===== config.mk =====
export PLATFORM = sky130hd
export DESIGN_NAME = stochastic_nest_choice_step_unit
export DESIGN_NICKNAME = d
export VERILOG_FILES = /design/src/rtl/snc_pkg.sv /design/src/rtl/stochastic_nest_choice_step_unit.sv /design/src/rtl/snc_apb_regs.sv /design/src/rtl/snc_mul.sv /design/src/rtl/snc_engine.sv
export SDC_FILE = /design/constraint.sdc
export NUM_CORES = 2
export LEC_CHECK = 0
export BUFFER_PORTS_ARGS = -buffer_cell sky130_fd_sc_hd__clkbuf_2
export CAP_MARGIN = 5
export CORE_MARGIN = 3
export CORE_UTILIZATION = 40
export CTS_BUF_LIST = sky130_fd_sc_hd__clkbuf_16
export CTS_CLUSTER_SIZE = 16
export DETAILED_ROUTE_END_ITERATION = 12
export GPL_TIMING_DRIVEN = 0
export PLACE_DENSITY = 0.56
export SYNTH_ARGS = -nofsm -noshare
export SYNTH_HDL_FRONTEND = slang
export SYNTH_SLANG_ARGS = --single-unit

===== constraint.sdc =====
create_clock -name clk -period 11.6 [get_ports clk]
set_input_delay 1.74 -clock clk [delete_from_list [all_inputs] [get_ports clk]]
set_output_delay 1.74 -clock clk [all_outputs]
set_load 0.01 [all_outputs]

===== src/rtl/snc_pkg.sv =====
// Shared types, constants and helpers for the nest choice event engine.
package snc_pkg;

	localparam int MAX_ANTS  = 1023;
	localparam int CNT_W     = 10;                 // population counter width
	localparam int RATE_W    = 16;                 // Q0.16 rate and fraction width
	localparam int RW_W      = 32;                 // random word width
	localparam int TOT_W     = 48;                 // scaled rate sum width
	localparam int PROD_W    = RW_W + 1 + TOT_W;   // (2r+1) * total
	localparam int MA_W      = 32;                 // multiplier operand widths
	localparam int MB_W      = 26;
	localparam int MP_W      = MA_W + MB_W;
	localparam int NUM_EV    = 15;
	localparam int EV_W      = 4;
	localparam int SEQ_W     = 4;
	localparam int APB_AW    = 5;
	localparam int APB_DW    = 32;
	localparam int S_TDATA_W = 32;
	localparam int M_TDATA_W = 80;

	localparam logic [SEQ_W-1:0] INIT_LAST = SEQ_W'(5);
	localparam logic [SEQ_W-1:0] PRE_LAST  = SEQ_W'(3);
	localparam logic [SEQ_W-1:0] TERM_LAST = SEQ_W'(NUM_EV);
	localparam logic [SEQ_W-1:0] PROD_LAST = SEQ_W'(2);

	localparam logic CMD_START = 1'b0;
	localparam logic CMD_STEP  = 1'b1;

	typedef enum logic [2:0] {
		REG_COMMIT,
		REG_SWITCH,
		REG_LEAK,
		REG_ANTS,
		REG_HIGH,
		REG_START,
		REG_QUORUM
	} reg_idx_t;

	typedef enum logic [1:0] {
		OC_RUNNING,
		OC_GOOD,
		OC_POOR,
		OC_HOME
	} outcome_t;

	typedef enum logic [EV_W-1:0] {
		EV_LH_TO_LPC,
		EV_HH_TO_HPV,
		EV_LH_TO_LGC,
		EV_HH_TO_HGC,
		EV_LPC_TO_LPR,
		EV_LGC_TO_LGR,
		EV_HGC_TO_HGR,
		EV_HPV_TO_HGC,
		EV_LPC_TO_LH,
		EV_HPV_TO_HH,
		EV_LPR_TO_LH,
		EV_LGC_TO_LH,
		EV_HGC_TO_HH,
		EV_LGR_TO_LH,
		EV_HGR_TO_HH,
		EV_NONE
	} ev_code_t;

	typedef enum logic [3:0] {
		SQ_IDLE,
		SQ_INIT,
		SQ_FIX,
		SQ_PRE,
		SQ_TERM,
		SQ_PROD,
		SQ_CMP,
		SQ_MOVE,
		SQ_STATUS,
		SQ_DONE
	} seq_state_t;

	typedef struct packed {
		logic [RATE_W-1:0] rate_commit;
		logic [RATE_W-1:0] rate_switch;
		logic [RATE_W-1:0] rate_leak;
		logic [CNT_W-1:0]  ant_count;
		logic [RATE_W-1:0] high_fraction;
		logic [RATE_W-1:0] start_fraction;
		logic [CNT_W-1:0]  quorum_count;
	} cfg_t;

	function automatic logic [CNT_W-1:0] eff_ants(input logic [CNT_W-1:0] n);
		if (int'(n) > MAX_ANTS) begin
			return CNT_W'(MAX_ANTS);
		end
		return n;
	endfunction

endpackage


===== src/rtl/stochastic_nest_choice_step_unit.sv =====
// Top level of the stochastic nest choice event engine.
//
//  channel   | direction | carries
//  ----------+-----------+--------------------------------------------------------
//  s_axis    | in        | tuser: cmd (start/step); tdata: random_word
//  m_axis    | out       | tdata: event_index, outcome, good_total, poor_total, total_rate
//  apb       | in        | seven configuration registers at 4-byte spacing
//
//  A start transaction runs five multiplies for the initial split, then the
//  remainder fix and the status update.
//  A step in a running trial runs 3 rate*count multiplies, 15 term multiplies,
//  two partial products of (2r+1)*total, then one compare a cycle until the event
//  is found or all fifteen are compared; all go through one 32x26 multiplier. A
//  step with no running trial goes straight to the result.
//  Each result returns the engine to idle before the next accept. A finished result
//  waits in the output register; the next transaction may be taken meanwhile, and
//  its result holds the engine until that register is free.
//  Reset is asynchronous; after it no trial runs and all counters are zero.
module stochastic_nest_choice_step_unit
	import snc_pkg::*;
(
	input  logic                 clk,
	input  logic                 arst_n,
	input  logic                 s_axis_tvalid,
	output logic                 s_axis_tready,
	input  logic [S_TDATA_W-1:0] s_axis_tdata,   // [31:0] random_word
	input  logic                 s_axis_tuser,   // [0] cmd
	output logic                 m_axis_tvalid,
	input  logic                 m_axis_tready,
	// [3:0] event_index, [5:4] outcome, [15:6] good_total, [25:16] poor_total,
	// [73:26] total_rate, [79:74] zero
	output logic [M_TDATA_W-1:0] m_axis_tdata,
	input  logic                 psel,
	input  logic                 penable,
	input  logic                 pwrite,
	input  logic [APB_AW-1:0]    paddr,
	input  logic [APB_DW-1:0]    pwdata,
	output logic [APB_DW-1:0]    prdata,
	output logic                 pready
);

	cfg_t            cfg;
	logic [MA_W-1:0] mul_a;
	logic [MB_W-1:0] mul_b;
	logic [MP_W-1:0] mul_p;

	snc_apb_regs u_regs (
		.clk     (clk),
		.arst_n  (arst_n),
		.psel    (psel),
		.penable (penable),
		.pwrite  (pwrite),
		.paddr   (paddr),
		.pwdata  (pwdata),
		.prdata  (prdata),
		.pready  (pready),
		.cfg     (cfg)
	);

	snc_mul u_mul (
		.clk (clk),
		.a   (mul_a),
		.b   (mul_b),
		.p_q (mul_p)
	);

	snc_engine u_engine (
		.clk       (clk),
		.arst_n    (arst_n),
		.cfg       (cfg),
		.in_valid  (s_axis_tvalid),
		.in_ready  (s_axis_tready),
		.in_cmd    (s_axis_tuser),
		.in_word   (s_axis_tdata),
		.out_valid (m_axis_tvalid),
		.out_ready (m_axis_tready),
		.out_data  (m_axis_tdata),
		.mul_a     (mul_a),
		.mul_b     (mul_b),
		.mul_p     (mul_p)
	);

endmodule


===== src/rtl/snc_apb_regs.sv =====
// Configuration register file behind the APB port.
module snc_apb_regs
	import snc_pkg::*;
(
	input  logic              clk,
	input  logic              arst_n,
	input  logic              psel,
	input  logic              penable,
	input  logic              pwrite,
	input  logic [APB_AW-1:0] paddr,
	input  logic [APB_DW-1:0] pwdata,
	output logic [APB_DW-1:0] prdata,
	output logic              pready,
	output cfg_t              cfg
);

	cfg_t     cfg_q;
	reg_idx_t idx;
	logic     wr_en;

	assign idx    = reg_idx_t'(paddr[APB_AW-1:2]);
	assign pready = 1'b1;
	assign wr_en  = psel & penable & pwrite & pready;
	assign cfg    = cfg_q;

	always_ff @(posedge clk or negedge arst_n) begin
		if (!arst_n) begin
			cfg_q.rate_commit    <= RATE_W'(6554);
			cfg_q.rate_switch    <= RATE_W'(6554);
			cfg_q.rate_leak      <= RATE_W'(3277);
			cfg_q.ant_count      <= CNT_W'(100);
			cfg_q.high_fraction  <= RATE_W'(13107);
			cfg_q.start_fraction <= RATE_W'(19661);
			cfg_q.quorum_count   <= CNT_W'(50);
		end else if (wr_en) begin
			case (idx)
				REG_COMMIT: cfg_q.rate_commit    <= pwdata[RATE_W-1:0];
				REG_SWITCH: cfg_q.rate_switch    <= pwdata[RATE_W-1:0];
				REG_LEAK:   cfg_q.rate_leak      <= pwdata[RATE_W-1:0];
				REG_ANTS:   cfg_q.ant_count      <= pwdata[CNT_W-1:0];
				REG_HIGH:   cfg_q.high_fraction  <= pwdata[RATE_W-1:0];
				REG_START:  cfg_q.start_fraction <= pwdata[RATE_W-1:0];
				REG_QUORUM: cfg_q.quorum_count   <= pwdata[CNT_W-1:0];
				default: ;
			endcase
		end
	end

	always_comb begin
		case (idx)
			REG_COMMIT: prdata = APB_DW'(cfg_q.rate_commit);
			REG_SWITCH: prdata = APB_DW'(cfg_q.rate_switch);
			REG_LEAK:   prdata = APB_DW'(cfg_q.rate_leak);
			REG_ANTS:   prdata = APB_DW'(cfg_q.ant_count);
			REG_HIGH:   prdata = APB_DW'(cfg_q.high_fraction);
			REG_START:  prdata = APB_DW'(cfg_q.start_fraction);
			REG_QUORUM: prdata = APB_DW'(cfg_q.quorum_count);
			default:    prdata = '0;
		endcase
	end

endmodule


===== src/rtl/snc_mul.sv =====
// Shared 32x26 unsigned multiplier with a registered product.
module snc_mul
	import snc_pkg::*;
(
	input  logic            clk,
	input  logic [MA_W-1:0] a,
	input  logic [MB_W-1:0] b,
	output logic [MP_W-1:0] p_q
);

	always_ff @(posedge clk) begin
		p_q <= MP_W'(a) * MP_W'(b);
	end

endmodule


===== src/rtl/snc_engine.sv =====
// Sequencer and datapath: trial loading, rate sum, event pick and population update.
module snc_engine
	import snc_pkg::*;
(
	input  logic                 clk,
	input  logic                 arst_n,
	input  cfg_t                 cfg,
	input  logic                 in_valid,
	output logic                 in_ready,
	input  logic                 in_cmd,
	input  logic [RW_W-1:0]      in_word,
	output logic                 out_valid,
	input  logic                 out_ready,
	output logic [M_TDATA_W-1:0] out_data,
	output logic [MA_W-1:0]      mul_a,
	output logic [MB_W-1:0]      mul_b,
	input  logic [MP_W-1:0]      mul_p
);

	seq_state_t state_q, state_d;
	logic [SEQ_W-1:0] cnt_q;

	// populations
	logic [CNT_W-1:0] lh_q, hh_q, lpc_q, lpr_q, hpv_q, lgc_q, hgc_q, lgr_q, hgr_q;
	outcome_t status_q, status_new;
	logic     out_valid_q;

	// payload
	ev_code_t               ev_q;
	logic [RW_W-1:0]        word_q;
	logic [MB_W-1:0]        nh_q, cn_q, wn_q, kn_q;
	logic [TOT_W-1:0]       tot_q;
	logic [TOT_W-1:0]       cum_q [NUM_EV];
	logic [PROD_W-1:0]      acc_q;
	logic [M_TDATA_W-1:0]   out_data_q;

	logic [CNT_W-1:0]  n_eff;
	logic [CNT_W:0]    grec;
	logic [CNT_W:0]    home_sum;
	logic [CNT_W+1:0]  good_sum, poor_sum;
	logic [CNT_W+2:0]  fix_sum;
	logic [RATE_W:0]   one_minus_s;
	logic [CNT_W-1:0]  hsplit;
	logic              term_shift;
	logic [TOT_W-1:0]  term_val, tot_next;
	logic [TOT_W-1:0]  cum_rd;
	logic              hit, accept, load_out;

	assign n_eff       = eff_ants(cfg.ant_count);
	assign grec        = {1'b0, lgr_q} + {1'b0, hgr_q};
	assign home_sum    = {1'b0, lh_q} + {1'b0, hh_q};
	assign good_sum    = (CNT_W+2)'(lgc_q) + (CNT_W+2)'(hgc_q) + (CNT_W+2)'(lgr_q)
		+ (CNT_W+2)'(hgr_q);
	assign poor_sum    = (CNT_W+2)'(lpc_q) + (CNT_W+2)'(lpr_q) + (CNT_W+2)'(hpv_q);
	assign fix_sum     = (CNT_W+3)'(hh_q) + (CNT_W+3)'(lh_q) + (CNT_W+3)'(hpv_q)
		+ (CNT_W+3)'(lpc_q) + (CNT_W+3)'(hgc_q) + (CNT_W+3)'(lgc_q);
	assign one_minus_s = (RATE_W+1)'(1 << RATE_W) - {1'b0, cfg.start_fraction};
	assign hsplit      = mul_p[33+CNT_W-1:33];

	// the four recruitment terms carry an extra 2^16
	assign term_shift  = (cnt_q >= SEQ_W'(1)) && (cnt_q <= SEQ_W'(4));
	assign term_val    = term_shift ? {mul_p[TOT_W-17:0], 16'b0} : mul_p[TOT_W-1:0];
	assign tot_next    = tot_q + term_val;
	assign cum_rd      = cum_q[cnt_q];
	assign hit         = acc_q < {cum_rd, (RW_W+1)'(0)};

	always_comb begin
		if (home_sum >= {1'b0, n_eff}) begin
			status_new = OC_HOME;
		end else if (good_sum >= (CNT_W+2)'(cfg.quorum_count)) begin
			status_new = OC_GOOD;
		end else if (poor_sum >= (CNT_W+2)'(cfg.quorum_count)) begin
			status_new = OC_POOR;
		end else begin
			status_new = OC_RUNNING;
		end
	end

	// next state
	always_comb begin
		state_d = state_q;
		case (state_q)
			SQ_IDLE: begin
				if (in_valid) begin
					if (in_cmd == CMD_START) begin
						state_d = SQ_INIT;
					end else if (status_q == OC_RUNNING) begin
						state_d = SQ_PRE;
					end else begin
						state_d = SQ_DONE;
					end
				end
			end
			SQ_INIT:   if (cnt_q == INIT_LAST) state_d = SQ_FIX;
			SQ_FIX:    state_d = SQ_STATUS;
			SQ_PRE:    if (cnt_q == PRE_LAST) state_d = SQ_TERM;
			SQ_TERM:   if (cnt_q == TERM_LAST) state_d = SQ_PROD;
			SQ_PROD:   if (cnt_q == PROD_LAST) state_d = SQ_CMP;
			SQ_CMP: begin
				if (hit) begin
					state_d = SQ_MOVE;
				end else if (cnt_q == SEQ_W'(NUM_EV - 1)) begin
					state_d = SQ_DONE;
				end
			end
			SQ_MOVE:   state_d = SQ_STATUS;
			SQ_STATUS: state_d = SQ_DONE;
			SQ_DONE:   if (!out_valid_q || out_ready) state_d = SQ_IDLE;
			default:   state_d = SQ_IDLE;
		endcase
	end

	// outputs and multiplier operand select
	always_comb begin
		in_ready = (state_q == SQ_IDLE);
		accept   = in_ready && in_valid;
		load_out = (state_q == SQ_DONE) && (!out_valid_q || out_ready);
		mul_a    = '0;
		mul_b    = '0;
		case (state_q)
			SQ_INIT: begin
				case (cnt_q)
					SEQ_W'(0): begin mul_a = MA_W'(n_eff);       mul_b = MB_W'(cfg.high_fraction); end
					SEQ_W'(1): begin mul_a = MA_W'(one_minus_s); mul_b = MB_W'(n_eff); end
					SEQ_W'(2): begin mul_a = MA_W'(one_minus_s); mul_b = nh_q; end
					SEQ_W'(3): begin mul_a = MA_W'(cfg.start_fraction); mul_b = MB_W'(n_eff); end
					SEQ_W'(4): begin mul_a = MA_W'(cfg.start_fraction); mul_b = nh_q; end
					default: ;
				endcase
			end
			SQ_PRE: begin
				mul_b = MB_W'(n_eff);
				case (cnt_q)
					SEQ_W'(0): mul_a = MA_W'(cfg.rate_commit);
					SEQ_W'(1): mul_a = MA_W'(cfg.rate_switch);
					SEQ_W'(2): mul_a = MA_W'(cfg.rate_leak);
					default:   mul_a = '0;
				endcase
			end
			SQ_TERM: begin
				case (ev_code_t'(cnt_q))
					EV_LH_TO_LPC:  begin mul_a = MA_W'(lpr_q); mul_b = MB_W'(lh_q); end
					EV_HH_TO_HPV:  begin mul_a = MA_W'(lpr_q); mul_b = MB_W'(hh_q); end
					EV_LH_TO_LGC:  begin mul_a = MA_W'(grec);  mul_b = MB_W'(lh_q); end
					EV_HH_TO_HGC:  begin mul_a = MA_W'(grec);  mul_b = MB_W'(hh_q); end
					EV_LPC_TO_LPR: begin mul_a = MA_W'(lpc_q); mul_b = cn_q; end
					EV_LGC_TO_LGR: begin mul_a = MA_W'(lgc_q); mul_b = cn_q; end
					EV_HGC_TO_HGR: begin mul_a = MA_W'(hgc_q); mul_b = cn_q; end
					EV_HPV_TO_HGC: begin mul_a = MA_W'(hpv_q); mul_b = wn_q; end
					EV_LPC_TO_LH:  begin mul_a = MA_W'(lpc_q); mul_b = kn_q; end
					EV_HPV_TO_HH:  begin mul_a = MA_W'(hpv_q); mul_b = kn_q; end
					EV_LPR_TO_LH:  begin mul_a = MA_W'(lpr_q); mul_b = kn_q; end
					EV_LGC_TO_LH:  begin mul_a = MA_W'(lgc_q); mul_b = kn_q; end
					EV_HGC_TO_HH:  begin mul_a = MA_W'(hgc_q); mul_b = kn_q; end
					EV_LGR_TO_LH:  begin mul_a = MA_W'(lgr_q); mul_b = kn_q; end
					EV_HGR_TO_HH:  begin mul_a = MA_W'(hgr_q); mul_b = kn_q; end
					default: ;
				endcase
			end
			SQ_PROD: begin
				// low 32 bits of 2r+1; the top bit is added as total << 32
				mul_a = {word_q[RW_W-2:0], 1'b1};
				if (cnt_q == SEQ_W'(0)) begin
					mul_b = MB_W'(tot_q[TOT_W/2-1:0]);
				end else begin
					mul_b = MB_W'(tot_q[TOT_W-1:TOT_W/2]);
				end
			end
			default: ;
		endcase
	end

	// control and population state
	always_ff @(posedge clk or negedge arst_n) begin
		if (!arst_n) begin
			state_q     <= SQ_IDLE;
			cnt_q       <= '0;
			status_q    <= OC_HOME;
			out_valid_q <= 1'b0;
			lh_q  <= '0; hh_q  <= '0; lpc_q <= '0;
			lpr_q <= '0; hpv_q <= '0; lgc_q <= '0;
			hgc_q <= '0; lgr_q <= '0; hgr_q <= '0;
		end else begin
			state_q <= state_d;
			if (state_d != state_q) begin
				cnt_q <= '0;
			end else begin
				cnt_q <= cnt_q + SEQ_W'(1);
			end

			if (load_out) begin
				out_valid_q <= 1'b1;
			end else if (out_ready) begin
				out_valid_q <= 1'b0;
			end

			case (state_q)
				SQ_INIT: begin
					case (cnt_q)
						SEQ_W'(0): begin
							lpr_q <= '0;
							lgr_q <= '0;
							hgr_q <= '0;
						end
						SEQ_W'(2): lh_q <= mul_p[16+CNT_W-1:16];
						SEQ_W'(3): begin
							hh_q <= mul_p[32+CNT_W-1:32];
							lh_q <= lh_q - mul_p[32+CNT_W-1:32];
						end
						SEQ_W'(4): lpc_q <= mul_p[17+CNT_W-1:17];
						SEQ_W'(5): begin
							hpv_q <= hsplit;
							hgc_q <= hsplit;
							lpc_q <= lpc_q - hsplit;
							lgc_q <= lpc_q - hsplit;
						end
						default: ;
					endcase
				end
				SQ_FIX: begin
					// remainder of the colony goes to the high-threshold ants at home
					if (fix_sum < (CNT_W+3)'(n_eff)) begin
						hh_q <= hh_q + (n_eff - fix_sum[CNT_W-1:0]);
					end
				end
				SQ_MOVE: begin
					case (ev_q)
						EV_LH_TO_LPC: begin
							lh_q  <= lh_q - CNT_W'(1);
							lpc_q <= lpc_q + CNT_W'(1);
						end
						EV_HH_TO_HPV: begin
							hh_q  <= hh_q - CNT_W'(1);
							hpv_q <= hpv_q + CNT_W'(1);
						end
						EV_LH_TO_LGC: begin
							lh_q  <= lh_q - CNT_W'(1);
							lgc_q <= lgc_q + CNT_W'(1);
						end
						EV_HH_TO_HGC: begin
							hh_q  <= hh_q - CNT_W'(1);
							hgc_q <= hgc_q + CNT_W'(1);
						end
						EV_LPC_TO_LPR: begin
							lpc_q <= lpc_q - CNT_W'(1);
							lpr_q <= lpr_q + CNT_W'(1);
						end
						EV_LGC_TO_LGR: begin
							lgc_q <= lgc_q - CNT_W'(1);
							lgr_q <= lgr_q + CNT_W'(1);
						end
						EV_HGC_TO_HGR: begin
							hgc_q <= hgc_q - CNT_W'(1);
							hgr_q <= hgr_q + CNT_W'(1);
						end
						EV_HPV_TO_HGC: begin
							hpv_q <= hpv_q - CNT_W'(1);
							hgc_q <= hgc_q + CNT_W'(1);
						end
						EV_LPC_TO_LH: begin
							lpc_q <= lpc_q - CNT_W'(1);
							lh_q  <= lh_q + CNT_W'(1);
						end
						EV_HPV_TO_HH: begin
							hpv_q <= hpv_q - CNT_W'(1);
							hh_q  <= hh_q + CNT_W'(1);
						end
						EV_LPR_TO_LH: begin
							lpr_q <= lpr_q - CNT_W'(1);
							lh_q  <= lh_q + CNT_W'(1);
						end
						EV_LGC_TO_LH: begin
							lgc_q <= lgc_q - CNT_W'(1);
							lh_q  <= lh_q + CNT_W'(1);
						end
						EV_HGC_TO_HH: begin
							hgc_q <= hgc_q - CNT_W'(1);
							hh_q  <= hh_q + CNT_W'(1);
						end
						EV_LGR_TO_LH: begin
							lgr_q <= lgr_q - CNT_W'(1);
							lh_q  <= lh_q + CNT_W'(1);
						end
						EV_HGR_TO_HH: begin
							hgr_q <= hgr_q - CNT_W'(1);
							hh_q  <= hh_q + CNT_W'(1);
						end
						default: ;
					endcase
				end
				SQ_STATUS: status_q <= status_new;
				default: ;
			endcase
		end
	end

	// datapath payload
	always_ff @(posedge clk) begin
		if (accept) begin
			word_q <= in_word;
			tot_q  <= '0;
			ev_q   <= EV_NONE;
		end
		case (state_q)
			SQ_INIT: if (cnt_q == SEQ_W'(1)) nh_q <= mul_p[MB_W-1:0];
			SQ_PRE: begin
				case (cnt_q)
					SEQ_W'(1): cn_q <= mul_p[MB_W-1:0];
					SEQ_W'(2): wn_q <= mul_p[MB_W-1:0];
					SEQ_W'(3): kn_q <= mul_p[MB_W-1:0];
					default: ;
				endcase
			end
			SQ_TERM: begin
				if (cnt_q != SEQ_W'(0)) begin
					tot_q <= tot_next;
					cum_q[EV_W'(cnt_q - SEQ_W'(1))] <= tot_next;
				end
			end
			SQ_PROD: begin
				case (cnt_q)
					SEQ_W'(0): acc_q <= word_q[RW_W-1] ? (PROD_W'(tot_q) << RW_W) : '0;
					SEQ_W'(1): acc_q <= acc_q + PROD_W'(mul_p);
					default:   acc_q <= acc_q + (PROD_W'(mul_p) << (TOT_W/2));
				endcase
			end
			SQ_CMP: if (hit) ev_q <= ev_code_t'(cnt_q);
			default: ;
		endcase
		if (load_out) begin
			out_data_q <= {(M_TDATA_W-TOT_W-2*CNT_W-2-EV_W)'(0), tot_q,
				poor_sum[CNT_W-1:0], good_sum[CNT_W-1:0], status_q, ev_q};
		end
	end

	assign out_valid = out_valid_q;
	assign out_data  = out_data_q;

endmodule


### After elaboration in Yosys (flattened, before gate mapping)

Memory sizes are Yosys's and may differ from the RTL's.
Index checks and enable logic that the tools add are counted.

| storage, ports and cells | value |
|---|---|
| register bits after elaboration | 602 |
| RAM bits | 720 |
| word-level logic and storage cells | 261 |
| memories | 1 |

Memory list:

| memory | words | bits a word | rd ports | clocked after Yosys merged registers in | write ports | RTL line | source |
|---|---|---|---|---|---|---|---|
| u_engine.cum_q | 15 | 48 | 1 | 0 | 1 | snc_engine.sv:33 | `logic [TOT_W-1:0] cum_q [NUM_EV];` |

| cells by class | value |
|---|---|
| $add $sub $neg | 40 |
| multipliers | 1 |
| order comparisons | 7 |
| eq/ne operators | 60 |
| multiplexer cells | 63 |
| bitwise operators | 2 |
| reductions and logical operators | 57 |

Operator list:

| cell | count |
|---|---|
| $pmux 10 s2 | 19 |
| $mux 48 | 4 |
| $pmux 81 s2 | 1 |
| $pmux 26 s5 | 1 |
| $pmux 32 s4 | 1 |
| $pmux 16 s7 | 1 |
| $pmux 26 s4 | 1 |
| $add 10x1->10 const B | 9 |
| $sub 10x1->10 const B | 9 |
| $pmux 11 s8 | 1 |
| $add 81x58->81 | 1 |
| $add 81x81->81 | 1 |
| $lt 81x81->1 | 1 |
| $mux 80 | 1 |
| $pmux 26 s3 | 1 |
| $eq 4x4->1 const B | 17 |
| $mul 32x26->58 | 1 |
| $mux 4 | 14 |
| $add 10x10->11 | 5 |
| $add 13x10->13 | 4 |
| $pmux 17 s3 | 1 |
| $mux 10 | 5 |
| $add 48x48->48 | 1 |
| $eq 4x3->1 const B | 12 |
| other kinds (44) | 118 |

### Logic depth before layout (Yosys ltp)

| depth | value |
|---|---|
| depth in word-level cells | 9 |
| depth in mapped cells | 45 |
| gate-level depth less buffers | 39 |

### Cells and area by module

From an unflattened synthesis, not the netlist that was laid out.

| unflattened totals | value |
|---|---|
| cell total of the unflattened synthesis | 8,782 |
| area, all modules | 98,285.5 um^2 |

By module, submodules not included:

| module | times used | cells each | area each (um^2) |
|---|---|---|---|
| snc_engine | 1 | 5,338 | 65,465.3 |
| snc_mul | 1 | 3,083 | 27,918.0 |
| snc_apb_regs | 1 | 361 | 4,902.2 |

### Least setup slack after synthesis

Ideal clock, no wire load.

| timing | value |
|---|---|
| path type | flip-flop to flip-flop |
| start point | register u_engine.cnt_q[0] |
| end point | register u_mul.p_q[57] |
| library setup time | 0.128 ns |
| data arrival time | 10.632 ns |
| required time | 11.472 ns |
| setup slack | 0.840 ns |
| cell stages (with the launch flop) | 40 |
| path buffers | 8 |
| period minus slack after synthesis | 10.760 ns |
| cells stage by stage | dfrtp_1 > clkbuf_1 > clkbuf_1 > buf_1 > buf_1 > inv_1 > ha_1 > buf_2 > nor3_1 > nor2_1 > clkbuf_1 > nand2_1 > a31oi_1 > a2111oi_2 > clkbuf_1 > nor2_1 > fa_1 > fa_1 > [... 4 more ...] > inv_1 > fa_1 > fa_1 > inv_1 > fa_1 > ha_1 > clkbuf_1 > a21oi_1 > o211ai_1 > a31oi_1 > o21ai_0 > a41oi_1 > o21ai_0 > a21boi_1 > a221oi_1 > o41ai_1 > mux2i_1 > nand4_1 |

| on the way | value |
|---|---|
| cells in the longest elaborated chain, start to end | 5 |
| elaborated cells on any way between the ends | 37 |

Ends and longest elaborated chain:

| what | RTL line | source |
|---|---|---|
| start: declaration | snc_engine.sv:21 | `logic [SEQ_W-1:0] cnt_q;` |
| start signal: assignment | snc_engine.sv:188 | `cnt_q <= cnt_q + SEQ_W'(1);` |
| $eq 4x4->1 (tied with other cells) | snc_engine.sv:141 | `case (ev_code_t'(cnt_q))` |
| $reduce_or 7->1 (no source line) (tied with other cells) | -- |  |
| $pmux 26 s5 (tied with other cells) | snc_engine.sv:141 |  |
| $pmux 26 s4 / $pmux 32 s4 (equally long branches) | snc_engine.sv:120 | `case (state_q)` |
| $mul 32x26->58 (*) | snc_mul.sv:12 | `p_q <= MP_W'(a) * MP_W'(b);` |
| end signal: assignment | snc_mul.sv:12 |  |
| end: declaration | snc_mul.sv:8 | `output logic [MP_W-1:0] p_q` |

Every way passes the cells marked *; elsewhere a longest branch is shown, timed or not.
A chain may end at the register's enable or synchronous reset.

### Final worst setup path

| timing | value |
|---|---|
| start point | register u_engine.cnt_q[1] |
| end point | register u_mul.p_q[57] |

Same word-level chain as after synthesis.

==> metrics.txt <==
status=finished clean; Seq/Total Area, Yosys=38.60%; mapped cell area=approximately 98000 um^2; final wirelength=between 300 and 400 mm; top-count cell post-synth=inv_1; Placed Instances=12390; Placement Setup Slack=-5.213 ns; first-pass GRT wire length=around 530 mm; Ports=approximately 190; Slew @ Worst Pin=between 1 and 1.5 ns; via/cell ratio=about 5.8; Die X=499.8 um; max-cap violation count=0; detailed placement HPWL=between 200 and 300 mm; antenna violations before repair=19; Die Span Y=~500 um; final worst slack=roughly 0.23 ns; WP data arrival=12.06 ns; Worst Setup Start Kind=flop; fin crit share=a little over nine tenths; Unique masters post-synth=around 90; clock buffer depth=3; iteration count of the initial detailed-routing pass=9; DRC violations left=0; register bit total from synthesis=around 1300; gr ovfl total=0; vias in the first global route=~74000; TNS Setup=0 ns; worst-skew pair later-pin latency=~0.87 ns; Initial Utilization=~40%; Post-synth top cells=inv_1, edfxtp_1, nand2_1; kind of end point of the critical path=flop; kind of critical path=flop to flop; routed vias=~74000; multi-input combinational cell area=between 50000 and 60000 um^2; static leakage=around 46 nW; CTS Hold Bufs=0; post-synth top area share=a little under a third; Placer Congestion=between 0.9 and 1; largest cells by area after synthesis=edfxtp_1, fa_1, ha_1, mux4_2, inv_1; final hold violations=0; WP data required=between 10 and 15 ns; Tightest Hold Check Type=flop to flop; CTS tree=yes; largest net degree at the start of global routing=around 100; power per cell area=roughly 250 nW/um^2; Area after DPL=between 100000 and 150000 um^2; RSZ-0062 raised after global routing=no; Worst slew margin=6.200%; clk root buf=clkbuf_16; Antenna Nets Post-Route=0; fin cells=12710; cell area after layout=roughly 110000 um^2; CP Max Fanout=19; Critical-path top delay cell=o21ai_1; Synth warnings=0; CP delay by family, top=adder cells; worst clock skew=0.09261 ns; Initial DRC Count=just under 8000; FF+latch area=about 38000 um^2; Slew Limit Fails=0; GRT Resource Usage Total=approximately 30%; peak supply drop=486.6 uV; Period minus WS final=around 11 ns; Nets=10870; TritonCTS Buffers=~160; layout cells sized above 1=around an eighth; Sink Count=around 1300; # H-tree levels=4; Area growth syn-to-layout=13.23%; WL per Instance=between 20 and 30 um; Setup Viol. Count Final=0; CP peak stage delay=0.75 ns; asr flop ratio synth=15.20%; Post-Route Utilization=45.70%; port bufs=150; EDFF count, synth=between 1000 and 1500; CORE AREA=between 200000 and 250000 um^2; Post-synth top flop=edfxtp_1; mean post-synth cell area=between 10 and 15 um^2; die area=249800 um^2; Clock transition at path regs=about 0.06 ns; fill count=about 23000; Row Count=180; Syn Inst Count=8923; Synth area leader=edfxtp_1; maximum operating frequency=approximately 88 MHz; CP Buf/Inv Count=12
-- cells by family (layout without fill, tap and decap cells) --
group                      count (synthesis)  in the layout  share of synthesized area [%]
and+or+nand+nor                         2096           2096                          9.372
AOI/OAI and AO/OA                       1759           1759                          11.66
buffers and inverters                   1566           2102                          6.129
adders and majority gates               1413           1413                          24.18
DFF                                     1322           1322                          38.60
muxes                                    394            394                          6.719
xor gates and xnor gates                 371            371                          3.331
other                                      2             69                       0.007700
-- state kept, by name, summed over array words and instances, names as in the netlist, 2 cells and up --
signal / count
u_engine.out_data: 74
u_engine.state_q: 4
u_engine.hpv_q: 10
u_engine.cum_q: 720
u_engine.acc_q: 81
u_engine.hh_q: 10
u_mul.p_q: 58
u_engine.lpr_q: 10
u_engine.nh_q: 26
u_engine.lpc_q: 10
u_engine.cnt_q: 4
u_engine.hgr_q: 10
u_engine.cn_q: 26
u_engine.ev_q: 4
u_engine.lgr_q: 10
u_engine.hgc_q: 10
u_regs.cfg: 100
u_engine.wn_q: 26
u_engine.lgc_q: 10
u_engine.tot_q: 48
u_engine.kn_q: 26
u_engine.lh_q: 10
u_engine.status_q: 2
u_engine.word_q: 32
-- through the flow --
step | power, mW | hold WS, ns
final | 27.10 | 0.5103
after global routing | 28.68 | 0.5226
after CTS | 26.97 | 0.5181
after detailed placement | 21.69 | 0.4929
after global placement | 21.34 | 0.4933
after floorplan | 15.98 | 0.4064
-- layout by cell type, fill, tap and decap left out, types with 66 or more instances in the layout --
cell type | synthesis | layout
a21o_1 | 178 | 176
a21oi_1 | 510 | 493
a22o_1 | 75 | 75
a22oi_1 | 90 | 90
and2_1 | 69 | 69
buf_4 | 23 | 66
clkbuf_1 | 336 | 238
clkbuf_16 | 0 | 156
clkbuf_2 | 0 | 192
dfrtp_1 | 156 | 156
dfxtp_1 | 110 | 110
edfxtp_1 | 1011 | 1011
fa_1 | 787 | 787
ha_1 | 626 | 624
inv_1 | 1145 | 1184
mux2_2 | 126 | 126
mux2i_1 | 72 | 71
mux4_2 | 196 | 196
nand2_1 | 990 | 982
nand2b_1 | 81 | 79
nand3_1 | 71 | 71
nand4_1 | 71 | 71
nor2_1 | 570 | 540
nor2b_1 | 67 | 67
o21ai_0 | 375 | 369
o21bai_1 | 113 | 112
xnor2_1 | 261 | 244
xor2_1 | 110 | 103
-- final cells by class --
class / instances / share of cell area (%)
diodes: 16 / 0.03626
plain buffers: 407 / 1.736
clock buffers: 156 / 3.535
clock inverters: 134 / 1.059
inverters: 1147 / 3.912
multi-input cells: 6086 / 49.93
flip-flops and latches: 1322 / 34.09
well taps: 3185 / 3.609
repair buffers: 258 / 2.091
-- timing repair --
| item | in CTS | in global routing |
|---|---|---|
| setup endpoints to repair | 53 | 25 |
| pin swaps | 11 | 5 |
| setup buffers | 15 | 4 |
| resized for setup | 238 | 36 |
-- per-layer routing --
layer  vias up  wire (um)  track usage (%)
li1      31810          -                -
met4         8      19910            13.56
met3       762      30940            5.709
met2      3452     167400            46.03
met5         -         58                0
met1     37610     150600            38.98
-- worst paths after layout --
check                                  endpoint  slack (ns)               from  cells after the start
hold / removal             u_engine.out_data[1]        0.51   u_engine.ev_q[1]                      0
hold reg to reg            u_engine.out_data[1]        0.51   u_engine.ev_q[1]                      0
setup reg to reg                  u_mul.p_q[57]        0.23  u_engine.cnt_q[1]                     38
setup / recovery                  u_mul.p_q[57]        0.23  u_engine.cnt_q[1]                     38
min in group asynchronous     u_engine.lpc_q[2]        0.80             arst_n                      1
max in group asynchronous        u_regs.cfg[66]        9.51             arst_n                      3
-- where the power goes --
part	internal, mW	switching [mW]	total [mW]
Combinational	5.57	9.96	15.5
Sequential	5.97	0.728	6.69
Clock	2.67	2.21	4.88
Total	14.2	12.9	27.1
No activity file was read; power rests on OpenSTA's default activity.
